`src/rtl/core/lcs_pkg.sv`:
```
// lcs_pkg: shared types and constants for the led cube scan driver
// command codes, control state, store and serializer request structs
// no dependencies
`default_nettype none

package lcs_pkg;

    localparam int unsigned LAYERS     = 4;
    localparam int unsigned ROWS       = 4;
    localparam int unsigned COLS       = 4;
    localparam int unsigned PAT_W      = ROWS * COLS;
    localparam int unsigned HALF_W     = PAT_W / 2;
    localparam int unsigned WORD_W     = 16;
    localparam int unsigned ADDR_W     = $clog2(LAYERS);
    localparam int unsigned CNT_W      = $clog2(WORD_W);
    localparam int unsigned SEL_W      = $clog2(WORD_W - HALF_W);
    localparam int unsigned LAYER_NUM_W = 3;

    typedef enum logic [1:0] {
        CMD_TICK      = 2'd0,
        CMD_WRITE     = 2'd1,
        CMD_WRITE_ALL = 2'd2,
        CMD_COPY      = 2'd3
    } t_cmd;

    typedef enum logic [2:0] {
        S_IDLE,
        S_FILL,
        S_COPY_RD,
        S_TICK_RD,
        S_SHIFT
    } t_state;

    typedef struct packed {
        logic              wr_en;
        logic [ADDR_W-1:0] wr_addr;
        logic [PAT_W-1:0]  wr_data;
        logic              rd_en;
        logic [ADDR_W-1:0] rd_addr;
    } t_store_req;

    typedef struct packed {
        logic              load;
        logic [HALF_W-1:0] half;
        logic [SEL_W-1:0]  sel;
    } t_ser_load;

endpackage

`default_nettype wire

```
`src/rtl/core/led_cube_scan_driver.sv`:
```
// led_cube_scan_driver: top level of the 4x4x4 led cube multiplex scan driver
// control sequencer, scan position and result register
// depends on lcs_pkg, lcs_store, lcs_serial
`default_nettype none

// Usage
//   input channel: i_in_valid / o_in_stall with i_cmd, i_target_layer,
//   i_source_layer, i_pattern_bits; an item is taken when valid is high
//   and stall is low. output channel: o_out_valid / i_out_stall with
//   o_drive_word, o_shown_layer, o_shown_group.
//   write and bad-layer commands finish in S_IDLE; copy reads the source and
//   writes it in S_COPY_RD; write-all fills all four entries in S_FILL (one
//   store entry per cycle through the single write port). a refresh tick
//   reads the store (registered read), shifts the 16-bit drive word together
//   one bit per cycle in the serializer and lands it in the output register
//   from S_SHIFT; the next item is taken after the return to S_IDLE.
//   the block works on one item at a time: o_in_stall is high while a
//   command is in progress.
//   reset clears the scan to layer 1 group 0 and makes all layer patterns
//   read as zero; no clearing pass is needed.
//   if the receiver stalls, the result holds in the output register and a
//   finished tick waits in the serializer until the register frees up.
module led_cube_scan_driver (
    input  wire logic                                i_clk,
    input  wire logic                                i_rst_n,
    input  wire logic                                i_in_valid,
    output logic                                     o_in_stall,
    input  wire logic [1:0]                          i_cmd,
    input  wire logic [lcs_pkg::LAYER_NUM_W-1:0]     i_target_layer,
    input  wire logic [lcs_pkg::LAYER_NUM_W-1:0]     i_source_layer,
    input  wire logic [lcs_pkg::PAT_W-1:0]           i_pattern_bits,
    output logic                                     o_out_valid,
    input  wire logic                                i_out_stall,
    output logic [lcs_pkg::WORD_W-1:0]               o_drive_word,
    output logic [lcs_pkg::LAYER_NUM_W-1:0]          o_shown_layer,
    output logic                                     o_shown_group
);

    lcs_pkg::t_state r_state;
    lcs_pkg::t_state n_state;

    logic [lcs_pkg::ADDR_W-1:0]      r_fill;
    logic [lcs_pkg::PAT_W-1:0]       r_pattern;
    logic [lcs_pkg::ADDR_W-1:0]      r_tgt_addr;
    logic [lcs_pkg::LAYER_NUM_W-1:0] r_scan_layer;
    logic                            r_scan_group;

    logic                            r_out_valid;
    logic [lcs_pkg::WORD_W-1:0]      r_drive_word;
    logic [lcs_pkg::LAYER_NUM_W-1:0] r_shown_layer;
    logic                            r_shown_group;

    lcs_pkg::t_cmd       cmd;
    lcs_pkg::t_store_req store_req;
    lcs_pkg::t_ser_load  ser_load;
    logic [lcs_pkg::PAT_W-1:0]  rd_data;
    logic [lcs_pkg::WORD_W-1:0] ser_word;
    logic                       ser_busy;

    logic                       in_accept;
    logic                       tgt_ok;
    logic                       src_ok;
    logic                       out_free;
    logic                       out_load;
    logic [3:0]                 sel_full;

    assign cmd       = lcs_pkg::t_cmd'(i_cmd);
    assign in_accept = i_in_valid && !o_in_stall;
    assign out_free  = !r_out_valid || !i_out_stall;

    // layer numbers outside 1..4 make a write or copy a no-op
    always_comb begin
        tgt_ok = i_target_layer inside {[3'd1:3'd4]};
        src_ok = i_source_layer inside {[3'd1:3'd4]};
    end

    // select bit position within the high byte: 9 - 2*layer - group
    assign sel_full = 4'd9 - {r_scan_layer, 1'b0} - {3'b000, r_scan_group};

    // next state
    always_comb begin
        n_state = r_state;
        case (r_state)
            lcs_pkg::S_IDLE: begin
                if (in_accept) begin
                    case (cmd)
                        lcs_pkg::CMD_TICK:      n_state = lcs_pkg::S_TICK_RD;
                        lcs_pkg::CMD_WRITE_ALL: n_state = lcs_pkg::S_FILL;
                        lcs_pkg::CMD_COPY: begin
                            if (tgt_ok && src_ok) begin
                                n_state = lcs_pkg::S_COPY_RD;
                            end
                        end
                        default:                n_state = lcs_pkg::S_IDLE;
                    endcase
                end
            end
            lcs_pkg::S_FILL: begin
                if (r_fill == lcs_pkg::ADDR_W'(lcs_pkg::LAYERS - 1)) begin
                    n_state = lcs_pkg::S_IDLE;
                end
            end
            lcs_pkg::S_COPY_RD: n_state = lcs_pkg::S_IDLE;
            lcs_pkg::S_TICK_RD: n_state = lcs_pkg::S_SHIFT;
            lcs_pkg::S_SHIFT: begin
                if (!ser_busy && out_free) begin
                    n_state = lcs_pkg::S_IDLE;
                end
            end
            default: n_state = lcs_pkg::S_IDLE;
        endcase
    end

    // per-state controls for the store, serializer and result register
    always_comb begin
        store_req = '0;
        ser_load  = '0;
        out_load  = 1'b0;
        case (r_state)
            lcs_pkg::S_IDLE: begin
                if (in_accept) begin
                    case (cmd)
                        lcs_pkg::CMD_TICK: begin
                            store_req.rd_en   = 1'b1;
                            store_req.rd_addr = lcs_pkg::ADDR_W'(r_scan_layer - 1'b1);
                        end
                        lcs_pkg::CMD_WRITE: begin
                            store_req.wr_en   = tgt_ok;
                            store_req.wr_addr = lcs_pkg::ADDR_W'(i_target_layer - 1'b1);
                            store_req.wr_data = i_pattern_bits;
                        end
                        lcs_pkg::CMD_COPY: begin
                            store_req.rd_en   = tgt_ok && src_ok;
                            store_req.rd_addr = lcs_pkg::ADDR_W'(i_source_layer - 1'b1);
                        end
                        default: begin
                            store_req = '0;
                        end
                    endcase
                end
            end
            lcs_pkg::S_FILL: begin
                store_req.wr_en   = 1'b1;
                store_req.wr_addr = r_fill;
                store_req.wr_data = r_pattern;
            end
            lcs_pkg::S_COPY_RD: begin
                store_req.wr_en   = 1'b1;
                store_req.wr_addr = r_tgt_addr;
                store_req.wr_data = rd_data;
            end
            lcs_pkg::S_TICK_RD: begin
                ser_load.load = 1'b1;
                ser_load.half = r_scan_group ? rd_data[lcs_pkg::PAT_W-1:lcs_pkg::HALF_W]
                                             : rd_data[lcs_pkg::HALF_W-1:0];
                ser_load.sel  = sel_full[lcs_pkg::SEL_W-1:0];
            end
            lcs_pkg::S_SHIFT: begin
                out_load = !ser_busy && out_free;
            end
            default: begin
                out_load = 1'b0;
            end
        endcase
    end

    always_ff @(posedge i_clk) begin
        if (!i_rst_n) begin
            r_state      <= lcs_pkg::S_IDLE;
            r_fill       <= '0;
            r_scan_layer <= lcs_pkg::LAYER_NUM_W'(1);
            r_scan_group <= 1'b0;
            r_out_valid  <= 1'b0;
        end else begin
            r_state <= n_state;
            if (r_state == lcs_pkg::S_FILL) begin
                r_fill <= r_fill + 1'b1;
            end else begin
                r_fill <= '0;
            end
            if (out_load) begin
                r_out_valid  <= 1'b1;
                // group toggles; layer steps after group 1, wrapping 4 to 1
                r_scan_group <= !r_scan_group;
                if (r_scan_group) begin
                    if (r_scan_layer >= lcs_pkg::LAYER_NUM_W'(lcs_pkg::LAYERS)) begin
                        r_scan_layer <= lcs_pkg::LAYER_NUM_W'(1);
                    end else begin
                        r_scan_layer <= r_scan_layer + 1'b1;
                    end
                end
            end else if (!i_out_stall) begin
                r_out_valid <= 1'b0;
            end
        end
    end

    // payload captures, no reset
    always_ff @(posedge i_clk) begin
        if (in_accept) begin
            r_pattern  <= i_pattern_bits;
            r_tgt_addr <= lcs_pkg::ADDR_W'(i_target_layer - 1'b1);
        end
        if (out_load) begin
            r_drive_word  <= ser_word;
            r_shown_layer <= r_scan_layer;
            r_shown_group <= r_scan_group;
        end
    end

    lcs_store u_store (
        .i_clk     (i_clk),
        .i_rst_n   (i_rst_n),
        .i_req     (store_req),
        .o_rd_data (rd_data)
    );

    lcs_serial u_serial (
        .i_clk   (i_clk),
        .i_rst_n (i_rst_n),
        .i_load  (ser_load),
        .o_busy  (ser_busy),
        .o_word  (ser_word)
    );

    assign o_in_stall    = (r_state != lcs_pkg::S_IDLE);
    assign o_out_valid   = r_out_valid;
    assign o_drive_word  = r_drive_word;
    assign o_shown_layer = r_shown_layer;
    assign o_shown_group = r_shown_group;

endmodule

`default_nettype wire

```
`src/rtl/core/lcs_store.sv`:
```
// lcs_store: four-entry layer pattern memory, one write and one registered read port
// entries read as zero until first written after reset
// depends on lcs_pkg
`default_nettype none

module lcs_store (
    input  wire logic                        i_clk,
    input  wire logic                        i_rst_n,
    input  wire lcs_pkg::t_store_req         i_req,
    output logic [lcs_pkg::PAT_W-1:0]        o_rd_data
);

    logic [lcs_pkg::PAT_W-1:0]  r_mem [lcs_pkg::LAYERS];
    logic [lcs_pkg::LAYERS-1:0] r_written;
    logic [lcs_pkg::PAT_W-1:0]  r_rd_data;
    logic                       r_rd_ok;

    // memory array, no reset
    always_ff @(posedge i_clk) begin
        if (i_req.wr_en) begin
            r_mem[i_req.wr_addr] <= i_req.wr_data;
        end
        if (i_req.rd_en) begin
            r_rd_data <= r_mem[i_req.rd_addr];
        end
    end

    // per-entry written flags stand in for the cleared reset contents
    always_ff @(posedge i_clk) begin
        if (!i_rst_n) begin
            r_written <= '0;
            r_rd_ok   <= 1'b0;
        end else begin
            if (i_req.wr_en) begin
                r_written[i_req.wr_addr] <= 1'b1;
            end
            if (i_req.rd_en) begin
                r_rd_ok <= r_written[i_req.rd_addr];
            end
        end
    end

    assign o_rd_data = r_rd_ok ? r_rd_data : '0;

endmodule

`default_nettype wire

```
`src/rtl/core/lcs_serial.sv`:
```
// lcs_serial: builds the drive word one bit per cycle in a shift register
// low byte from the pattern half, high byte ones with one select bit low
// depends on lcs_pkg
`default_nettype none

module lcs_serial (
    input  wire logic                         i_clk,
    input  wire logic                         i_rst_n,
    input  wire lcs_pkg::t_ser_load           i_load,
    output logic                              o_busy,
    output logic [lcs_pkg::WORD_W-1:0]        o_word
);

    logic [lcs_pkg::HALF_W-1:0] r_src;
    logic [lcs_pkg::SEL_W-1:0]  r_sel;
    logic [lcs_pkg::CNT_W-1:0]  r_cnt;
    logic                       r_busy;
    logic [lcs_pkg::WORD_W-1:0] r_word;
    logic                       n_bit;

    // bit index below the half width: pattern bit, above: select decode
    always_comb begin
        if (r_cnt < lcs_pkg::CNT_W'(lcs_pkg::HALF_W)) begin
            n_bit = r_src[0];
        end else begin
            n_bit = (r_cnt[lcs_pkg::SEL_W-1:0] != r_sel);
        end
    end

    always_ff @(posedge i_clk) begin
        if (!i_rst_n) begin
            r_busy <= 1'b0;
            r_cnt  <= '0;
        end else if (i_load.load) begin
            r_busy <= 1'b1;
            r_cnt  <= '0;
        end else if (r_busy) begin
            r_cnt <= r_cnt + 1'b1;
            if (r_cnt == lcs_pkg::CNT_W'(lcs_pkg::WORD_W - 1)) begin
                r_busy <= 1'b0;
            end
        end
    end

    always_ff @(posedge i_clk) begin
        if (i_load.load) begin
            r_src <= i_load.half;
            r_sel <= i_load.sel;
        end else if (r_busy) begin
            r_src  <= {1'b0, r_src[lcs_pkg::HALF_W-1:1]};
            r_word <= {n_bit, r_word[lcs_pkg::WORD_W-1:1]};
        end
    end

    assign o_busy = r_busy;
    assign o_word = r_word;

endmodule

`default_nettype wire

```
`config.mk`:
```
export PLATFORM = sky130hd
export DESIGN_NAME = led_cube_scan_driver
export DESIGN_NICKNAME = d
export VERILOG_FILES = /design/src/rtl/core/lcs_pkg.sv /design/src/rtl/core/led_cube_scan_driver.sv /design/src/rtl/core/lcs_store.sv /design/src/rtl/core/lcs_serial.sv
export SDC_FILE = /design/constraint.sdc
export NUM_CORES = 1
export LEC_CHECK = 0
export ABC_AREA = 1
export ABC_CLOCK_PERIOD_IN_PS = 2200
export BUFFER_PORTS_ARGS = -buffer_cell sky130_fd_sc_hd__buf_2
export CAP_MARGIN = 20
export CORE_ASPECT_RATIO = 1.4
export CORE_MARGIN = 3
export CORE_UTILIZATION = 25
export DETAILED_ROUTE_END_ITERATION = 6
export SLEW_MARGIN = 20
export SYNTH_ARGS = -nofsm -noshare
export SYNTH_HDL_FRONTEND = slang
export SYNTH_SLANG_ARGS = --single-unit
```
`constraint.sdc`:
```
create_clock -name i_clk -period 2.2 [get_ports i_clk]
set_clock_uncertainty 0.05 [all_clocks]
set_input_delay 0.55 -clock i_clk [delete_from_list [all_inputs] [get_ports i_clk]]
set_output_delay 0.55 -clock i_clk [all_outputs]
set_load 0.02 [all_outputs]
```
### Word level (Yosys, flattened, before mapping)

Memories as Yosys holds them, arrays and structs flattened. A register that Yosys moved wholly into a read port is not among the register bits.
Cells that the tools add are included.

| word-level totals | value |
|---|---|
| input bits | 28 |
| flip-flop bits (word level) | 85 |
| bits in writable memories | 64 |
| word-level logic and storage cells | 104 |
| memories kept | 1 |
| output and inout bits | 22 |

Memory list:

| memory | depth | bits a word | read ports | clocked after memory_dff | wr ports | RTL line | source |
|---|---|---|---|---|---|---|---|
| u_store.r_mem | 4 | 16 | 1 | 1 | 1 | lcs_store.sv:13 | `logic [lcs_pkg::PAT_W-1:0] r_mem [lcs_pkg::LAYERS];` |

| cells by class | value |
|---|---|
| bitwise operators | 3 |
| add/subtract/negate cells | 8 |
| equality and inequality tests | 15 |
| muxes and demuxes | 30 |
| magnitude comparators | 9 |
| reductions and logical operators | 21 |

Operator list:

| kind | number |
|---|---|
| $pmux 19 s3 | 1 |
| $mux 8 | 3 |
| $mux 22 | 1 |
| $mux 19 | 1 |
| $mux 3 | 6 |
| $mux 16 | 1 |
| $mux 12 | 1 |
| $pmux 3 s4 | 1 |
| $mux 1 | 11 |
| $pmux 3 s3 | 1 |
| $eq 2x2->1 const B | 3 |
| $eq 3x2->1 const B | 2 |
| $ge 3x1->1 const B | 2 |
| $le 3x3->1 const B | 2 |
| $logic_and 1x1->1 | 6 |
| $lt 2x3->1 const B | 2 |
| $ne 2x2->1 const B | 3 |
| $pmux 3 s2 | 1 |
| $reduce_and 2->1 | 3 |
| $sub 2x1->2 const B | 3 |
| $logic_not 1->1 | 5 |
| $add 4x1->4 const B | 1 |
| $eq 4x4->1 const B | 1 |
| $lt 4x4->1 const B | 1 |
| other kinds (23) | 24 |

### Depth between registers and ports, before layout

| logic depth | value |
|---|---|
| word-level depth | 11 |
| gate-level depth with buffers | 12 |

### Modules after synthesis

A second synthesis with hierarchy kept.

| unflattened totals | value |
|---|---|
| cell total of the unflattened synthesis | 575 |
| area, all modules | 6,929.1 µm² |

Modules (own cells, without submodules):

| module | area each (µm²) | times used | cells an instance |
|---|---|---|---|
| lcs_store | 3,303.2 | 1 | 236 |
| led_cube_scan_driver | 2,419.8 | 1 | 240 |
| lcs_serial | 1,206.2 | 1 | 99 |

### Worst setup path before layout

Ideal clock, no wire load.

| path | value |
|---|---|
| kind | input -> register |
| from | input i_out_stall |
| to | register r_scan_layer[0] (netlist name) |
| setup time | 0.079 ns |
| path buffers | 0 |
| setup slack | -0.143 ns |
| stages on the path | 7 |
| arrival time | 2.214 ns |
| data required time | 2.071 ns |
| cells stage by stage | nand2_1 nand2_1 nor2_1 nand2_1 inv_1 o21ai_0 o211ai_1 |

| on the way | value |
|---|---|
| longest elaborated chain between the ends | 5 |

Ends and longest elaborated chain:

| item | RTL line | source |
|---|---|---|
| start, declared | led_cube_scan_driver.sv:33 | `input wire logic i_out_stall,` |
| $logic_not 1->1 | - |  |
| $logic_or 1x1->1 | led_cube_scan_driver.sv:69 | `assign out_free = !r_out_valid \|\| !i_out_stall;` |
| $logic_and 1x1->1 | led_cube_scan_driver.sv:159 | `out_load = !ser_busy && out_free;` |
| $mux 1 | led_cube_scan_driver.sv:119 | `case (r_state)` |
| named net out_load | led_cube_scan_driver.sv:64 | `logic out_load;` |
| $reduce_and 2->1 (no line) | - |  |
| end signal, assigned | led_cube_scan_driver.sv:171 | `r_scan_layer <= lcs_pkg::LAYER_NUM_W'(1);` |
| end signal, assigned | led_cube_scan_driver.sv:187 | `r_scan_layer <= lcs_pkg::LAYER_NUM_W'(1);` |
| end signal, assigned | led_cube_scan_driver.sv:189 | `r_scan_layer <= r_scan_layer + 1'b1;` |
| end, declared | led_cube_scan_driver.sv:45 | `logic [lcs_pkg::LAYER_NUM_W-1:0] r_scan_layer;` |

The timed path passes the listed nets, and every way through them passes these cells.
A chain may end at the register's enable or synchronous reset.

### Worst setup path in the final report

| path | value |
|---|---|
| from | register r_state[2] |
| to | memory u_store.r_mem[3][2] (netlist name), enable pin |

| on the way | value |
|---|---|
| longest elaborated chain between the ends | 7 |

Ends and longest elaborated chain:

| item | RTL line | source |
|---|---|---|
| start, declared | led_cube_scan_driver.sv:39 | `lcs_pkg::t_state r_state;` |
| start signal, assigned | led_cube_scan_driver.sv:169 | `r_state <= lcs_pkg::S_IDLE;` |
| start signal, assigned | led_cube_scan_driver.sv:175 | `r_state <= n_state;` |
| $reduce_bool 3->1 | led_cube_scan_driver.sv:226 | `assign o_in_stall = (r_state != lcs_pkg::S_IDLE);` |
| $logic_not 1->1 | led_cube_scan_driver.sv:68 | `assign in_accept = i_in_valid && !o_in_stall;` |
| $logic_and 1x1->1 | led_cube_scan_driver.sv:68 |  |
| $mux 22 | led_cube_scan_driver.sv:121 | `if (in_accept) begin` |
| $pmux 19 s3 * | led_cube_scan_driver.sv:119 |  |
| $mux 1 | lcs_store.sv:20 | `if (i_req.wr_en) begin` |
| $mux 1 (implied by the code) | lcs_store.sv:21 | `r_mem[i_req.wr_addr] <= i_req.wr_data;` |
| end, declared | lcs_store.sv:13 |  |

Every way passes the cells marked *; elsewhere a longest branch is shown, timed or not.

==> results_dict.tcl <==
set metrics [dict create \
    crit_fanout 15 \
    insertion_delay_ps 420 \
    synth_simple_gate_area_frac 0.153 \
    crit_path_end_kind "flop" \
    synth-seq-cells 165 \
    viasPerCell 4.22 \
    cp.required_ps 2280 \
    status "finished, final reports clean" \
    cts-resized-gates 0 \
    synthAdderAreaFrac 0.0204 \
    p_leak_uw 0.00307 \
    ios 50 \
    dp.cells 983 \
    p_comb_frac 0.100 \
    std_cell_rows 70 \
    period_needed_ps 1890 \
    synth-xor-area-share 0.00390 \
    io_buffers 49 \
    clockBufferDepth 2 \
    timing.final.hold_violations 0 \
    path_buf_inv 3 \
    diodes 0 \
    intPower_uw 6120 \
    fin_ws_ps 307 \
    clockRootBuffer "clkbuf_16" \
    die_w_um 145 \
    final_core_util 0.315 \
    cp.arrival_ps 1970 \
    dp_slack_ps -31.2 \
    cts_hold_buffers 0 \
    critPathKind "flop to flop" \
    max_stage_delay_ps 370 \
    nets 681 \
    drive_gt1_frac 0.197 \
    syn_inst 565 \
    period_share 0.861 \
    cts_tree "done" \
    synth_compound_area_frac 0.0692 \
    grt_overflow 0 \
    ys_seq_area_frac 0.705 \
    synthFlopType "edfxtp_1" \
    drv_cap 0 \
    worst_path_max_delay_cell "dfxtp_1" \
    gp_congestion 0.847 \
    antenna_left 0 \
    switching_share 0.227 \
    clockPowerShare 0.424 \
    clk_pin_slew_worst_paths_ps 60 \
    finalMaxSlewViolations 0 \
    synth_area_um2 6740 \
    cts.sinks 165 \
    sequentialPowerShare 0.477 \
    vdd.ir_drop.worst_mv 0.514 \
    synth_nets 604 \
    power.density_nw_per_um2 953 \
    fin_cells 1014 \
    synth_warnings 0 \
    fmax_ghz 0.528 \
    drt-initial-drc-count 191 \
    synth_top_family_by_area "simple AND/OR/NAND/NOR gates" \
    die_h_um 200 \
    wl_per_cell_um 13.3 \
    totalWireLength_um 13500 \
    grt_pass1_wl_um 21700 \
    cp-start-kind "flop" \
    vias 4284 \
    antenna_found_initial 0 \
    syn_avg_cell_area_um2 11.9 \
    syn2layout_area_growth_pct 23.2 \
    place_hpwl_um 9480 \
    setup_viol 0 \
    core_area_um2 26400 \
    hold_path.class "input pin to flop" \
    synth_mux_area_frac 0 \
    synth.distinct_cells 36 \
    track_usage 0.0965 \
    dr.pass1.iters 4 \
    initial_core_util 0.256 \
    power.switching_uw 1790 \
    post_cts_buffers 0 \
    async_flop_share 0 \
    numCtsBuffers 17 \
    htree_levels 4 \
    grt_max_degree 45 \
    drc 0 \
    crit_family "simple AND/OR/NAND/NOR gates" \
    reg2reg_setup_slack_ps 310 \
    synth-edff-count 145 \
    dieArea_um2 29000 \
    fin_setup_tns_ps 0 \
    tightest_slew_ps 456 \
    relSlewSlack 0.695 \
    cp_cell_sequence "nor2_4 -> nand2_1 -> inv_2 -> nand2_1 -> nand3_1 -> nand3_1 -> inv_1 -> buf_12" \
    rsz0062_at_grt "no" \
    grt_pass1_vias 4390 \
]
-- Yosys cell counts (2+ instances only) --
cell type	instances	area share
o21ai_2	3	0.0039
buf_2	7	0.0052
nor2_1	47	0.026
edfxtp_1	145	0.65
o21ai_0	19	0.014
nand2_2	2	0.0019
buf_4	3	0.0033
clkbuf_1	4	0.0022
inv_2	7	0.0039
a21oi_1	13	0.0097
nand4_1	3	0.0028
dfxtp_1	20	0.059
inv_1	49	0.027
a211oi_1	2	0.0022
nor2_2	2	0.0019
nand2_1	102	0.057
xnor2_1	3	0.0039
o21ai_1	12	0.0089
nor3_1	5	0.0037
o211ai_1	3	0.0033
a31oi_1	8	0.0074
nor2_4	3	0.0050
nor3b_1	2	0.0022
ha_1	11	0.020
o22ai_1	16	0.015
nand3_1	61	0.045
a41oi_1	2	0.0026
buf_6	3	0.0050
-- worst paths after layout --
path / start / end / cells past startpoint
min reg2reg: u_serial.o_word[0] / o_drive_word[0] / 0
max: r_state[2] / u_store.r_mem[3][2] / 8
min: i_pattern_bits[7] / r_pattern[7] / 1
max reg2reg: r_state[2] / u_store.r_mem[3][2] / 8
-- flip-flops by register name (all words and copies together), names as in the netlist, 2 cells and up --
name,flops
r_scan_layer,3
u_serial.r_src,8
r_pattern,16
u_store.r_written,4
r_fill,2
u_store.r_mem,64
u_serial.o_word,16
o_drive_word,16
r_tgt_addr,2
r_state,3
u_serial.r_sel,3
u_serial.r_cnt,4
u_store.r_rd_data,16
o_shown_layer,3
-- area by class of cell --
cell class	count	area, µm²
Multi-Input combinational cell	325	1670
Fill cell	2631	18100
Inverter	57	214
Sequential cell	165	4750
Clock buffer	17	425
Tap cell	360	450
Timing Repair Buffer	76	548
Clock inverter	14	249
-- routing by layer --
metal | part of all wire | GRT usage
met1 | 0.41 | 0.105
met2 | 0.53 | 0.173
met3 | 0.042 | 0.0258
met4 | 0.018 | 0.0400
met5 | 0 | 0
-- cell usage in the layout (no fill, tap or decap), drive strengths merged, types with 2 or more instances in the layout --
cell      synthesis  layout
edfxtp          145     145
nand2           104     104
buf              14      76
nand3            63      63
inv              56      60
nor2             52      52
o21ai            34      34
dfxtp            20      20
clkbuf            4      17
o22ai            16      16
a21oi            13      13
ha               11      11
a31oi             8       8
bufinv            0       6
nor3              6       6
nand4             3       3
o211ai            3       3
xnor2             3       3
clkinv            1       3
a41oi             2       2
a211oi            2       2
nor3b             2       2
clkinvlp          0       2
-- power by group through the flow --
stage / registers [µW] / clock network [µW] / logic [µW]
6_report: 3770 / 3360 / 788
5_1_grt: 3790 / 3540 / 889
4_1_cts: 3770 / 3420 / 806
3_5_place_dp: 3840 / 0 / 805
3_3_place_gp: 3840 / 0 / 789
2_1_floorplan: 3830 / 0 / 502
-- logic make-up after synthesis --
kind of cell               Yosys count
AOI/OAI and AO/OA                   80
adders and majority gates           11
and+or+nand+nor                    231
buffers and inverters               75
xor gates and xnor gates             3
DFF                                165
-- metrics by stage --
stage | hold WS, ps | total power, µW | cell area, µm²
final | 269 | 7920 | 8310
after global placement | 357 | 4630 | 7630
after global routing | 245 | 8220 | 8310
after floorplan | 350 | 4330 | 6740
after detailed placement | 355 | 4650 | 7630
after CTS | 250 | 8000 | 8310
Power figures use the tool's default switching activity.
